--- src/rtl/core/hstp_pkg.sv ---
// Shared types, widths and the hue wheel table for the hue/shade/tint pattern.
// No dependencies; every module of the block but hstp_div_pipe imports this package.
package hstp_pkg;

   localparam int COORD_W     = 12;             // col and row
   localparam int DIM_W       = 13;             // frame sizes and divisors
   localparam int CHAN_W      = 8;              // one colour channel
   localparam int LANES       = 3;              // red, green, blue
   localparam int SEG_W       = 3;              // hue segment number
   localparam int SIX_Y_W     = COORD_W + 3;    // 6 * row
   localparam int NUM_W       = DIM_W + CHAN_W; // dividend of the 8 bit quotients
   localparam int HUE_SEGMENTS = 6;
   localparam int MAX_DIM_DEF  = 4096;

   localparam int WIDTH_RST  = 80;
   localparam int HEIGHT_RST = 24;
   localparam int WIDTH_MIN  = 2;
   localparam int HEIGHT_MIN = 1;

   localparam int CSR_IDX_W = 1;
   localparam logic [CSR_IDX_W-1:0] CSR_FRAME_WIDTH  = 1'b0;
   localparam logic [CSR_IDX_W-1:0] CSR_FRAME_HEIGHT = 1'b1;

   // lane 2 is red, lane 1 green, lane 0 blue
   localparam int LANE_RED   = 2;
   localparam int LANE_GREEN = 1;
   localparam int LANE_BLUE  = 0;

   typedef struct packed {
      logic [COORD_W-1:0] col;
      logic [COORD_W-1:0] row;
   } req_type;

   typedef struct packed {
      logic [CHAN_W-1:0] red;
      logic [CHAN_W-1:0] green;
      logic [CHAN_W-1:0] blue;
      logic              out_of_range;
   } rsp_type;

   typedef struct packed {
      logic [DIM_W-1:0] width;
      logic [DIM_W-1:0] height;
      logic [DIM_W-1:0] half;
   } cfg_type;

   typedef struct packed {
      logic [LANES-1:0][CHAN_W-1:0] chan;
      logic [COORD_W-1:0]           col;
      logic                         out_of_range;
   } hue_word_type;

   // Channel mask of each peak on the wheel: {red, green, blue}, full or off.
   function automatic logic [LANES-1:0] peak_mask(input logic [SEG_W-1:0] seg);
      logic [LANES-1:0] mask;
      case (seg)
         3'd0:    mask = 3'b100;
         3'd1:    mask = 3'b110;
         3'd2:    mask = 3'b010;
         3'd3:    mask = 3'b011;
         3'd4:    mask = 3'b001;
         3'd5:    mask = 3'b101;
         default: mask = 3'b000;
      endcase
      return mask;
   endfunction

endpackage

--- src/rtl/core/hstp_csr.sv ---
// Frame size registers with clamping applied on write.
// Depends on hstp_pkg.
module hstp_csr
   import hstp_pkg::*;
#(
   parameter int MAX_DIM = MAX_DIM_DEF
) (
   input  logic                 clock,
   input  logic                 reset,
   input  logic                 csr_valid,
   output logic                 csr_ready,
   input  logic [CSR_IDX_W-1:0] csr_index,
   input  logic [DIM_W-1:0]     csr_data,
   output cfg_type              cfg
);

   localparam int WIDTH_RST_C  = (WIDTH_RST > MAX_DIM) ? MAX_DIM : WIDTH_RST;
   localparam int HEIGHT_RST_C = (HEIGHT_RST > MAX_DIM) ? MAX_DIM : HEIGHT_RST;

   logic [DIM_W-1:0] width_ff, width_in;
   logic [DIM_W-1:0] height_ff, height_in;

   // saturate into [lo, MAX_DIM]; the upper bound never bites once MAX_DIM
   // exceeds the register width
   function automatic logic [DIM_W-1:0] clamp_dim(input logic [DIM_W-1:0] v,
                                                  input int lo);
      logic [DIM_W-1:0] r;
      if (32'(v) < lo)
         r = DIM_W'(lo);
      else if (32'(v) > MAX_DIM)
         r = DIM_W'(MAX_DIM);
      else
         r = v;
      return r;
   endfunction

   assign csr_ready = 1'b1;

   always_comb begin
      width_in  = width_ff;
      height_in = height_ff;
      if (csr_valid) begin
         unique case (csr_index)
            CSR_FRAME_WIDTH:  width_in  = clamp_dim(csr_data, WIDTH_MIN);
            CSR_FRAME_HEIGHT: height_in = clamp_dim(csr_data, HEIGHT_MIN);
         endcase
      end
   end

   always_ff @(posedge clock) begin
      if (reset) begin
         width_ff  <= DIM_W'(WIDTH_RST_C);
         height_ff <= DIM_W'(HEIGHT_RST_C);
      end else begin
         width_ff  <= width_in;
         height_ff <= height_in;
      end
   end

   assign cfg.width  = width_ff;
   assign cfg.height = height_ff;
   assign cfg.half   = width_ff >> 1;

endmodule

--- src/rtl/core/hstp_div_pipe.sv ---
// Pipelined restoring divider, one quotient bit per stage, several lanes
// sharing one static divisor. Caller guarantees num_hi < divisor.
// Depends on nothing outside this file.
module hstp_div_pipe #(
   parameter int LANES = 1,
   parameter int DW    = 13,
   parameter int K     = 8,
   parameter int SW    = 1
) (
   input  logic                      clock,
   input  logic                      reset,
   input  logic                      valid_i,
   input  logic [DW-1:0]             divisor_i,
   input  logic [LANES-1:0][DW-1:0]  num_hi_i,
   input  logic [LANES-1:0][K-1:0]   num_lo_i,
   input  logic [SW-1:0]             side_i,
   output logic                      valid_o,
   output logic [LANES-1:0][K-1:0]   quo_o,
   output logic [LANES-1:0][DW-1:0]  rem_o,
   output logic [SW-1:0]             side_o
);

   logic                     valid_ff [K];
   logic [LANES-1:0][DW-1:0] rem_ff   [K];
   logic [LANES-1:0][K-1:0]  lo_ff    [K];
   logic [LANES-1:0][K-1:0]  quo_ff   [K];
   logic [SW-1:0]            side_ff  [K];

   for (genvar s = 0; s < K; s++) begin : g_step
      logic                     src_valid;
      logic [LANES-1:0][DW-1:0] src_rem;
      logic [LANES-1:0][K-1:0]  src_lo;
      logic [LANES-1:0][K-1:0]  src_quo;
      logic [SW-1:0]            src_side;
      logic [LANES-1:0][DW-1:0] rem_in;
      logic [LANES-1:0][K-1:0]  lo_in;
      logic [LANES-1:0][K-1:0]  quo_in;

      if (s == 0) begin : g_first
         assign src_valid = valid_i;
         assign src_rem   = num_hi_i;
         assign src_lo    = num_lo_i;
         assign src_quo   = '0;
         assign src_side  = side_i;
      end else begin : g_next
         assign src_valid = valid_ff[s-1];
         assign src_rem   = rem_ff[s-1];
         assign src_lo    = lo_ff[s-1];
         assign src_quo   = quo_ff[s-1];
         assign src_side  = side_ff[s-1];
      end

      // bring down the next dividend bit, subtract where it fits
      always_comb begin
         logic [DW:0] trial;
         logic        qbit;
         for (int l = 0; l < LANES; l++) begin
            trial = {src_rem[l], src_lo[l][K-1]};
            qbit  = (trial >= {1'b0, divisor_i});
            if (qbit)
               rem_in[l] = DW'(trial - {1'b0, divisor_i});
            else
               rem_in[l] = trial[DW-1:0];
            lo_in[l]  = src_lo[l] << 1;
            quo_in[l] = (src_quo[l] << 1) | K'(qbit);
         end
      end

      always_ff @(posedge clock) begin
         if (reset)
            valid_ff[s] <= 1'b0;
         else
            valid_ff[s] <= src_valid;
      end

      always_ff @(posedge clock) begin
         rem_ff[s]  <= rem_in;
         lo_ff[s]   <= lo_in;
         quo_ff[s]  <= quo_in;
         side_ff[s] <= src_side;
      end
   end

   assign valid_o = valid_ff[K-1];
   assign quo_o   = quo_ff[K-1];
   assign rem_o   = rem_ff[K-1];
   assign side_o  = side_ff[K-1];

endmodule

--- src/rtl/core/hstp_hue.sv ---
// Hue front end: frame check, hue segment and fraction from the row, then the
// three interpolated channel values. Depends on hstp_pkg and hstp_div_pipe.
module hstp_hue
   import hstp_pkg::*;
(
   input  logic         clock,
   input  logic         reset,
   input  logic         valid_i,
   input  req_type      req_i,
   input  cfg_type      cfg,
   output logic         valid_o,
   output hue_word_type hue_o
);

   localparam int SIDE_A_W = COORD_W + 1;
   localparam int SIDE_B_W = SEG_W + COORD_W + 1;

   // entry stage
   logic                 v0_ff;
   logic [COORD_W-1:0]   x0_ff;
   logic                 oor0_ff, oor0_in;
   logic [SIX_Y_W-1:0]   six_y_ff, six_y_in;

   always_comb begin
      oor0_in  = (DIM_W'(req_i.col) >= cfg.width) || (DIM_W'(req_i.row) >= cfg.height);
      six_y_in = (SIX_Y_W'(req_i.row) << 2) + (SIX_Y_W'(req_i.row) << 1);
   end

   always_ff @(posedge clock) begin
      if (reset)
         v0_ff <= 1'b0;
      else
         v0_ff <= valid_i;
   end

   always_ff @(posedge clock) begin
      x0_ff    <= req_i.col;
      oor0_ff  <= oor0_in;
      six_y_ff <= six_y_in;
   end

   // segment = 6y / H, fraction numerator f = 6y mod H
   logic                 va;
   logic [SEG_W-1:0]     seg_a;
   logic [DIM_W-1:0]     frac_a;
   logic [SIDE_A_W-1:0]  side_a;

   hstp_div_pipe #(
      .LANES (1),
      .DW    (DIM_W),
      .K     (SEG_W),
      .SW    (SIDE_A_W)
   ) u_seg_div (
      .clock     (clock),
      .reset     (reset),
      .valid_i   (v0_ff),
      .divisor_i (cfg.height),
      .num_hi_i  (DIM_W'(six_y_ff[SIX_Y_W-1:SEG_W])),
      .num_lo_i  (six_y_ff[SEG_W-1:0]),
      .side_i    ({x0_ff, oor0_ff}),
      .valid_o   (va),
      .quo_o     (seg_a),
      .rem_o     (frac_a),
      .side_o    (side_a)
   );

   // scale the fraction by 255 ahead of the second divide
   logic                 v1_ff;
   logic [NUM_W-1:0]     p255_ff, p255_in;
   logic [SIDE_B_W-1:0]  side1_ff;

   assign p255_in = (NUM_W'(frac_a) << CHAN_W) - NUM_W'(frac_a);

   always_ff @(posedge clock) begin
      if (reset)
         v1_ff <= 1'b0;
      else
         v1_ff <= va;
   end

   always_ff @(posedge clock) begin
      p255_ff  <= p255_in;
      side1_ff <= {seg_a, side_a};
   end

   logic                 vb;
   logic [CHAN_W-1:0]    q_b;
   logic [DIM_W-1:0]     r_b;
   logic [SIDE_B_W-1:0]  side_b;

   hstp_div_pipe #(
      .LANES (1),
      .DW    (DIM_W),
      .K     (CHAN_W),
      .SW    (SIDE_B_W)
   ) u_frac_div (
      .clock     (clock),
      .reset     (reset),
      .valid_i   (v1_ff),
      .divisor_i (cfg.height),
      .num_hi_i  (p255_ff[NUM_W-1:CHAN_W]),
      .num_lo_i  (p255_ff[CHAN_W-1:0]),
      .side_i    (side1_ff),
      .valid_o   (vb),
      .quo_o     (q_b),
      .rem_o     (r_b),
      .side_o    (side_b)
   );

   // pick each channel: full, off, rising ramp or falling ramp
   logic                 v2_ff;
   hue_word_type         hue_ff, hue_in;

   always_comb begin
      logic [SEG_W-1:0] seg;
      logic [SEG_W-1:0] nseg;
      logic [LANES-1:0] prv;
      logic [LANES-1:0] nxt;
      logic             rnz;
      seg  = side_b[SIDE_B_W-1 -: SEG_W];
      nseg = (seg == SEG_W'(HUE_SEGMENTS - 1)) ? '0 : seg + 1'b1;
      prv  = peak_mask(seg);
      nxt  = peak_mask(nseg);
      rnz  = (r_b != '0);
      hue_in.col          = side_b[COORD_W:1];
      hue_in.out_of_range = side_b[0];
      for (int k = 0; k < LANES; k++) begin
         case ({prv[k], nxt[k]})
            2'b11:   hue_in.chan[k] = '1;
            2'b01:   hue_in.chan[k] = q_b;
            2'b10:   hue_in.chan[k] = ~q_b - CHAN_W'(rnz);
            default: hue_in.chan[k] = '0;
         endcase
      end
   end

   always_ff @(posedge clock) begin
      if (reset)
         v2_ff <= 1'b0;
      else
         v2_ff <= vb;
   end

   always_ff @(posedge clock) begin
      hue_ff <= hue_in;
   end

   assign valid_o = v2_ff;
   assign hue_o   = hue_ff;

endmodule

--- src/rtl/core/hstp_ramp.sv ---
// Column ramp: shade the hue from black over the left half, tint it toward
// white over the right half. Depends on hstp_pkg and hstp_div_pipe.
module hstp_ramp
   import hstp_pkg::*;
(
   input  logic         clock,
   input  logic         reset,
   input  logic         valid_i,
   input  hue_word_type hue_i,
   input  cfg_type      cfg,
   output logic         valid_o,
   output rsp_type      rsp_o
);

   localparam int SIDE_W = LANES * CHAN_W + 2;

   // left half: c*x/hw; right half: c + (255-c)*d/hw
   logic                         v0_ff;
   logic [DIM_W-1:0]             t_ff, t_in;
   logic [LANES-1:0][CHAN_W-1:0] m_ff, m_in;
   logic [LANES-1:0][CHAN_W-1:0] base0_ff, base0_in;
   logic                         white0_ff, white0_in;
   logic                         oor0_ff;

   always_comb begin
      logic             shade;
      logic [DIM_W-1:0] d;
      shade     = DIM_W'(hue_i.col) < cfg.half;
      d         = DIM_W'(hue_i.col) - cfg.half;
      white0_in = !shade && (d >= cfg.half);
      t_in      = shade ? DIM_W'(hue_i.col) : d;
      for (int k = 0; k < LANES; k++) begin
         m_in[k]     = shade ? hue_i.chan[k] : ~hue_i.chan[k];
         base0_in[k] = shade ? '0 : hue_i.chan[k];
      end
   end

   always_ff @(posedge clock) begin
      if (reset)
         v0_ff <= 1'b0;
      else
         v0_ff <= valid_i;
   end

   always_ff @(posedge clock) begin
      t_ff      <= t_in;
      m_ff      <= m_in;
      base0_ff  <= base0_in;
      white0_ff <= white0_in;
      oor0_ff   <= hue_i.out_of_range;
   end

   // one 8 x 13 product per lane
   logic                        v1_ff;
   logic [LANES-1:0][NUM_W-1:0] prod_ff, prod_in;
   logic [SIDE_W-1:0]           side1_ff;
   logic [LANES-1:0][DIM_W-1:0] prod_hi;
   logic [LANES-1:0][CHAN_W-1:0] prod_lo;

   always_comb begin
      for (int k = 0; k < LANES; k++) begin
         prod_in[k] = NUM_W'(m_ff[k]) * NUM_W'(t_ff);
         prod_hi[k] = prod_ff[k][NUM_W-1:CHAN_W];
         prod_lo[k] = prod_ff[k][CHAN_W-1:0];
      end
   end

   always_ff @(posedge clock) begin
      if (reset)
         v1_ff <= 1'b0;
      else
         v1_ff <= v0_ff;
   end

   always_ff @(posedge clock) begin
      prod_ff  <= prod_in;
      side1_ff <= {base0_ff, white0_ff, oor0_ff};
   end

   logic                         vq;
   logic [LANES-1:0][CHAN_W-1:0] quo;
   logic [SIDE_W-1:0]            side_q;

   hstp_div_pipe #(
      .LANES (LANES),
      .DW    (DIM_W),
      .K     (CHAN_W),
      .SW    (SIDE_W)
   ) u_ramp_div (
      .clock     (clock),
      .reset     (reset),
      .valid_i   (v1_ff),
      .divisor_i (cfg.half),
      .num_hi_i  (prod_hi),
      .num_lo_i  (prod_lo),
      .side_i    (side1_ff),
      .valid_o   (vq),
      .quo_o     (quo),
      .rem_o     (),
      .side_o    (side_q)
   );

   // add the base back, force white past the last full column, zero outside
   logic                         v2_ff;
   rsp_type                      rsp_ff, rsp_in;

   always_comb begin
      logic [LANES-1:0][CHAN_W-1:0] base;
      logic [LANES-1:0][CHAN_W-1:0] pix;
      logic                         white;
      logic                         oor;
      base  = side_q[SIDE_W-1:2];
      white = side_q[1];
      oor   = side_q[0];
      for (int k = 0; k < LANES; k++) begin
         if (oor)
            pix[k] = '0;
         else if (white)
            pix[k] = '1;
         else
            pix[k] = base[k] + quo[k];
      end
      rsp_in.red          = pix[LANE_RED];
      rsp_in.green        = pix[LANE_GREEN];
      rsp_in.blue         = pix[LANE_BLUE];
      rsp_in.out_of_range = oor;
   end

   always_ff @(posedge clock) begin
      if (reset)
         v2_ff <= 1'b0;
      else
         v2_ff <= vq;
   end

   always_ff @(posedge clock) begin
      rsp_ff <= rsp_in;
   end

   assign valid_o = v2_ff;
   assign rsp_o   = rsp_ff;

endmodule

--- src/rtl/core/hue_shade_tint_pattern.sv ---
// Top level of the hue wheel test pattern generator.
// Depends on hstp_pkg, hstp_csr, hstp_hue and hstp_ramp.
//
//   channel   ports                                  word
//   -------   ------------------------------------   --------------------------
//   request   start, busy, req_data                  req_type: col, row
//   response  rsp_valid, rsp_data                    rsp_type: red, green, blue,
//                                                    out_of_range
//   control   csr_valid, csr_ready, csr_index,       frame_width, frame_height
//             csr_data
//
// One pixel per clock; each result passes through the pipelined dividers:
// 3 stages for the hue segment, 8 for the hue fraction and 8 for the column
// ramp, plus six staging registers.
// Synchronous reset empties the pipeline and restores an 80 x 24 frame.
// The response side takes a word every cycle, so busy stays low and the
// pipeline always advances; csr_ready is always high.
module hue_shade_tint_pattern
   import hstp_pkg::*;
#(
   parameter int MAX_DIM = MAX_DIM_DEF
) (
   input  logic                 clock,
   input  logic                 reset,
   input  logic                 start,
   output logic                 busy,
   input  req_type              req_data,
   output logic                 rsp_valid,
   output rsp_type              rsp_data,
   input  logic                 csr_valid,
   output logic                 csr_ready,
   input  logic [CSR_IDX_W-1:0] csr_index,
   input  logic [DIM_W-1:0]     csr_data
);

   cfg_type      cfg;
   logic         accept;
   logic         hue_valid;
   hue_word_type hue_word;

   assign busy   = 1'b0;
   assign accept = start && !busy;

   hstp_csr #(
      .MAX_DIM (MAX_DIM)
   ) u_csr (
      .clock     (clock),
      .reset     (reset),
      .csr_valid (csr_valid),
      .csr_ready (csr_ready),
      .csr_index (csr_index),
      .csr_data  (csr_data),
      .cfg       (cfg)
   );

   hstp_hue u_hue (
      .clock   (clock),
      .reset   (reset),
      .valid_i (accept),
      .req_i   (req_data),
      .cfg     (cfg),
      .valid_o (hue_valid),
      .hue_o   (hue_word)
   );

   hstp_ramp u_ramp (
      .clock   (clock),
      .reset   (reset),
      .valid_i (hue_valid),
      .hue_i   (hue_word),
      .cfg     (cfg),
      .valid_o (rsp_valid),
      .rsp_o   (rsp_data)
   );

endmodule
--- config.mk ---
export PLATFORM = sky130hd
export DESIGN_NAME = hue_shade_tint_pattern
export DESIGN_NICKNAME = d
export VERILOG_FILES = /design/src/rtl/core/hstp_pkg.sv /design/src/rtl/core/hstp_csr.sv /design/src/rtl/core/hstp_div_pipe.sv /design/src/rtl/core/hstp_hue.sv /design/src/rtl/core/hstp_ramp.sv /design/src/rtl/core/hue_shade_tint_pattern.sv
export SDC_FILE = /design/constraint.sdc
export NUM_CORES = 2
export LEC_CHECK = 0
export BUFFER_PORTS_ARGS = -buffer_cell sky130_fd_sc_hd__buf_2
export CAP_MARGIN = 30
export CORE_UTILIZATION = 40
export DETAILED_ROUTE_END_ITERATION = 7
export GPL_ROUTABILITY_DRIVEN = 0
export MAX_ROUTING_LAYER = met4
export PLACE_DENSITY = 0.57
export REMOVE_ABC_BUFFERS = 1
export SYNTH_ARGS = -nofsm -noshare
export SYNTH_HDL_FRONTEND = slang
export SYNTH_SLANG_ARGS = --single-unit
--- constraint.sdc ---
create_clock -name clock -period 6.1 [get_ports clock]
set_input_delay 0.915 -clock clock [delete_from_list [all_inputs] [get_ports clock]]
set_output_delay 0.915 -clock clock [all_outputs]
set_load 0.02 [all_outputs]
* Word level (Yosys, flattened, before mapping) *
Memory sizes are Yosys's and may differ from the RTL's. A register that Yosys moved wholly into a read port is not among the register bits.
Cells that the tools add are included.

cells by class
  add/subtract/negate cells = 43
  bitwise logic cells = 54
  magnitude comparators = 42
  mux-type cells = 73
  $mul = 3
  reduce and logical (&&, ||, !) cells = 8
  eq/ne operators = 19

operators by type and width
  kind                    count
  $mux W13                38
  $ge A14 B12 Y1          24
  $sub A13 B12 Y13        24
  $or A8 B1 Y8            28
  $sub A13 B13 Y13        11
  $ge A14 B13 Y1          10
  $pmux W8 S3             3
  $mul A8 B13 Y21         3
  $mux W8                 6
  $pmux W3 S6             2
  $not A8 Y8              4
  $ge A12 B13 Y1          2
  $add A8 B8 Y8           3
  $mux W1                 22
  $sub A21 B13 Y21        1
  $or A1 B1 Y1            19
  $add A14 B13 Y15        1
  $ge A13 B12 Y1          1
  $ge A13 B13 Y1          1
  $gt A13 B13 Y1 const B  1
  $lt A13 B1 Y1 const B   1
  $lt A13 B2 Y1 const B   1
  $reduce_bool A13 Y1     1
  $sub A12 B12 Y13        1
  other kinds (17)        34

word-level totals
  memories = 15
  bits in writable memories = 1344
  bits in registers = 292
  input bits = 42
  output and inout port bits = 28
  logic and storage cells = 289

memories
  memory                     words  bits a word  read ports  clocked after Yosys merged registers in  write ports  RTL line             source
  u_ramp.u_ramp_div.rem_ff   8      39           7           0                                        8            hstp_div_pipe.sv:24  logic [LANES-1:0][DW-1:0] rem_ff [K];
  u_ramp.u_ramp_div.side_ff  8      26           8           0                                        8            hstp_div_pipe.sv:27  logic [SW-1:0] side_ff [K];
  u_ramp.u_ramp_div.quo_ff   8      24           8           0                                        8            hstp_div_pipe.sv:26  logic [LANES-1:0][K-1:0] quo_ff [K];
  u_ramp.u_ramp_div.lo_ff    8      21           7           0                                        8            hstp_div_pipe.sv:25  logic [LANES-1:0][K-1:0] lo_ff [K];
  u_hue.u_frac_div.side_ff   8      16           8           0                                        8            hstp_div_pipe.sv:27
  u_hue.u_frac_div.rem_ff    8      13           8           0                                        8            hstp_div_pipe.sv:24
  9 more memories            n/a    n/a          n/a         n/a                                      n/a          n/a

* Longest topological paths before layout *
An unclocked memory read counts as a cell.

  depth in word-level cells = 7
  depth in mapped cells = 18
  gate-level depth less buffers = 17

* Hierarchy *
A second synthesis with hierarchy kept.

second synthesis, totals
  cells, all modules = 6930
  area, all modules = 70931.8 um^2

by module, submodules not included
  module                              cells an instance  seq. area each (um^2)  area an instance (um^2)  times used
  hstp_div_pipe at u_ramp.u_ramp_div  3094               14413.8                32763.9                  1
  hstp_ramp                           1691               3603.5                 15962.8                  1
  hstp_div_pipe at u_hue.u_frac_div   1127               6085.8                 12320.6                  1
  hstp_hue                            488                2082.0                 4623.2                   1
  hstp_div_pipe at u_hue.u_seg_div    403                1801.7                 4167.7                   1
  hstp_csr                            125                520.5                  1082.3                   1
  hue_shade_tint_pattern              2                  0.0                    11.3                     1

* Worst setup path before layout *
OpenSTA, ideal clock, no wires.

  path type = flip-flop to flip-flop
  from = reg u_csr.width_ff[2]
  to = reg u_ramp.white0_ff
  stages on the path, launching flop included = 13
  setup slack = 1.227 ns
  arrival = 4.743 ns
  required time = 5.971 ns
  cell sequence = dfxtp_1 inv_1 fa_1 a21o_1 a21oi_1 o21ai_1 o31a_1 a221oi_2 xnor2_1 ha_1 or3_1 o311ai_0 a31oi_1

on the way
  longest elaborated chain between the ends = 3
  elaborated cells between the ends (all ways) = 5
  classes of those cells = add/sub (1); order compare (2); reduce/logical (2)

RTL lines
  item                                                RTL line                          source
  start: declaration                                  hstp_csr.sv:20                    logic [DIM_W-1:0] width_ff, width_in;
  start signal: assignment                            hstp_csr.sv:52                    width_ff <= DIM_W'(WIDTH_RST_C);
  start signal: assignment                            hstp_csr.sv:55                    width_ff <= width_in;
  $sub A12 B12 Y13 or $lt A12 B12 Y1 (tied branches)  hstp_ramp.sv:29, hstp_ramp.sv:28
  $ge A13 B12 Y1 or $logic_not A1 Y1 (tied branches)  hstp_ramp.sv:30                   white0_in = !shade && (d >= cfg.half);
  $logic_and A1 B1 Y1 (*)                             hstp_ramp.sv:30
  net u_ramp.white0_in                                hstp_ramp.sv:22                   logic white0_ff, white0_in;
  end signal: assignment                              hstp_ramp.sv:49                   white0_ff <= white0_in;
  end: declaration                                    hstp_ramp.sv:22

The timed path passes the listed nets; every way through them passes the cells marked *.
A chain may end at the register's enable or synchronous reset.

==> summary.md <==
| Metric | Value |
|---|---|
| Nets | 7,695 |
| Port buffer count | between 60 and 70 |
| Most area-consuming cells after synthesis | dfxtp_1 (41%), ha_1 (12%), fa_1 (7.0%), mux2_2 (4.1%), xnor2_1 (3.3%) |
| CP Launch Type | register |
| CTS tree | yes |
| Initial antenna violation count | 0 |
| Yosys reg bits | approximately 1.4k |
| Endpoints failing hold | 0 |
| Register area share after synthesis | 41.1% |
| Top-area cell type share of the netlist area | 41.1% |
| Slew headroom | between 30% and 40% |
| Synth area leader | dfxtp_1 |
| Setup TNS | 0 ns |
| Critical path class | register to register |
| Vias in the first global route | 45.8k |
| Cells after synthesis | 6,659 |
| Number of distinct library cells after synthesis | a little under 100 |
| Area growth syn-to-layout | 11.9% |
| # fillers | 15.7k |
| Tcrit/Tclk final | 87.0% |
| Num CTS Buffers | 148 |
| Die W | 412 um |
| First-pass GRT wire length | around 240,000 um |
| Routed WL per cell | around 17 um |
| Clk sinks | 1,383 |
| Worst Tran Pin Value | 0.908 ns |
| Initial core utilization | between 40% and 50% |
| I/O Pins | 70 |
| Number of routed nets with antenna violations | 0 |
| Largest net degree at the start of global routing | 52 |
| Slew Viols, Final | 0 |
| Die height | 412 um |
| CTS clk-pin slew, worst paths | 0.06 ns |
| RSZ-0062 raised after global routing | false |
| Synth Area per Inst | 10.1 um^2 |
| Area of the core | 167,000 um^2 |
| Setup Slack @ Placement | around 0.85 ns |
| Min Tclk post-route | roughly 5.3 ns |
| Post-synth EDFFs | 0 |
| Final WS setup | 0.792 ns |
| CP arrival | 5.93 ns |
| Most frequent cell after synthesis | dfxtp_1 |
| Endpoint class of the critical path | register |
| Synth cell count leaders | dfxtp_1 (1,383), ha_1 (645), inv_1 (511) |
| Die ar. | about 170,000 um^2 |
| Drt drc | 0 |
| Worst Skew | 0.0715 ns |
| CTS Buffer Depth | 3 |
| Max frequency | 188 MHz |
| Hpwl dp | between 100,000 and 150,000 um |
| DR vias | 45.9k |
| First DRT Iteration DRCs | 2,362 |
| Cts-stage hold buffer count | 0 |
| # rows | 150 |
| CP max FO | 17 |
| Post-CTS Setup Bufs | 0 |
| Ys flop type | dfxtp_1 |
| Layout cell share with drive strength beyond 1 | between 10% and 20% |
| Register area | 27,700 um^2 |
| CP required | 6.73 ns |
| Root Buffer | clkbuf_16 |
| Area of the multi-input gates | approximately 37,000 um^2 |
| Hold Crit Class | input port to register |
| Max-cap violations | 0 |
| Post-CTS resize count | 0 |
| Status | complete, no violations |
| Post-synth ARST share | 0% |
| H-tree levels | 4 |
| DRT Wirelength | 151,000 um |
| Final setup viols | 0 |
| Synthesized area | 67,300 um^2 |
| Clk_lat worst skew | between 0.8 and 0.9 ns |
| DR pass1 iterations | 5 |
| Detailed-route vias per instance | 5.05 |
| Final global-route overflow total | 0 |
| GRT Util Overall | around 18% |
| Synth Warn # | 0 |
registers in the layout (all words and copies together) (netlist names), 25 cells and up:
signal / count
u_ramp.u_ramp_div.lo_ff: 84
u_ramp.prod_ff: 63
u_hue.u_frac_div.side_ff: 128
u_ramp.rsp_o: 25
u_hue.u_frac_div.rem_ff: 104
u_ramp.u_ramp_div.quo_ff: 108
u_hue.u_seg_div.side_ff: 39
u_hue.hue_o: 37
u_ramp.u_ramp_div.rem_ff: 273
u_ramp.u_ramp_div.side_ff: 208
u_hue.u_frac_div.lo_ff: 28
u_hue.u_frac_div.quo_ff: 36
u_hue.u_seg_div.rem_ff: 39
u_ramp.side1_ff: 26
kinds of logic (layout without fill, tap and decap cells):
kind of cell	Yosys count	after routing	synth area share [%]
AO/OA/AOI/OAI	1341	1341	12.8
XOR/XNOR	363	363	4.72
adder cells (fa/ha/maj)	880	880	19.0
buffers and inverters	661	898	3.86
flip-flops	1383	1383	41.1
multiplexers	333	333	5.57
other	2	3	0.0112
AND/OR/NAND/NOR	1696	1696	12.9
final cells by class:
cell class | count | area share, %
Clock buffer | 201 | 5.57
Inverter | 512 | 2.55
Multi-Input combinational cell | 4615 | 49.2
Tap cell | 2204 | 3.66
Clock inverter | 72 | 1.36
Antenna cell | 1 | 0.00332
Timing Repair Buffer | 113 | 0.925
Sequential cell | 1383 | 36.7
path summary, 6_finish.rpt:
kind              cells after the start                start  slack (ns)                   to
setup / recovery                     15       u_ramp.t_ff[6]        0.79   u_ramp.prod_ff[20]
hold / removal                        1         req_data[12]        0.23       u_hue.x0_ff[0]
setup reg to reg                     15       u_ramp.t_ff[6]        0.79   u_ramp.prod_ff[20]
hold reg to reg                       0  u_ramp.base0_ff[10]        0.30  u_ramp.side1_ff[12]
metal layers:
layer	track usage [%]	vias to the layer above	part of all wire, %	wire, um
met4	6.72	0	3.5	5290
met3	2.55	253	2.9	4450
met2	31.0	728	48	73100
met5	-	-	0	0
li1	-	23300	-	-
met1	22.3	21700	45	68300
stage by stage:
step           instances  cell area [um^2]  hold WS [ns]  utilization (%)
6_report            9101             75400         0.229             45.1
5_1_grt             9100             75400         0.176             45.1
4_1_cts             9100             75400         0.154             45.1
3_5_place_dp        8827             70100         0.312             41.9
3_3_place_gp        8826             70100         0.310             41.9
2_1_floorplan       6510             66700         0.310                -
layout by cell type, fill, tap and decap left out, types with 17 or more instances in the layout:
cell type / instances
inv_1: 500
and3_1: 34
mux2_2: 244
clkbuf_8: 27
mux2_4: 23
o31ai_1: 35
o21ai_0: 254
dfxtp_1: 1381
nand4_1: 68
buf_4: 44
o21bai_1: 43
nand2_1: 338
clkinv_2: 25
nand3_1: 85
a31oi_1: 30
fa_1: 235
nor2b_1: 151
o21a_1: 74
buf_2: 67
nor2_1: 415
a22oi_1: 20
and2_1: 273
a21o_1: 141
nor4_1: 19
a211oi_1: 32
mux2i_1: 66
or4_1: 17
xor2_1: 111
nor3_1: 100
ha_1: 645
o211ai_1: 41
xnor2_1: 252
clkbuf_1: 25
nand2b_1: 80
clkbuf_16: 149
a21oi_1: 426
or3_1: 39
a21boi_0: 41
critical path, stage by stage, from the launching register on:
cell and delay (ns):
dfxtp_1 0.76, and2_1 0.25, fa_1 0.44, fa_1 0.47, fa_1 0.55, inv_1 0.05
fa_1 0.53, inv_1 0.04, ha_1 0.23, nor4_2 0.40, o2111ai_1 0.20, o311ai_2 0.13
o21ai_2 0.12, a311o_1 0.44, mux2i_1 0.14, a2111oi_0 0.40
Power is not shown: default switching activity piles up to over one toggle a cycle in this logic, so the estimate is an artifact.
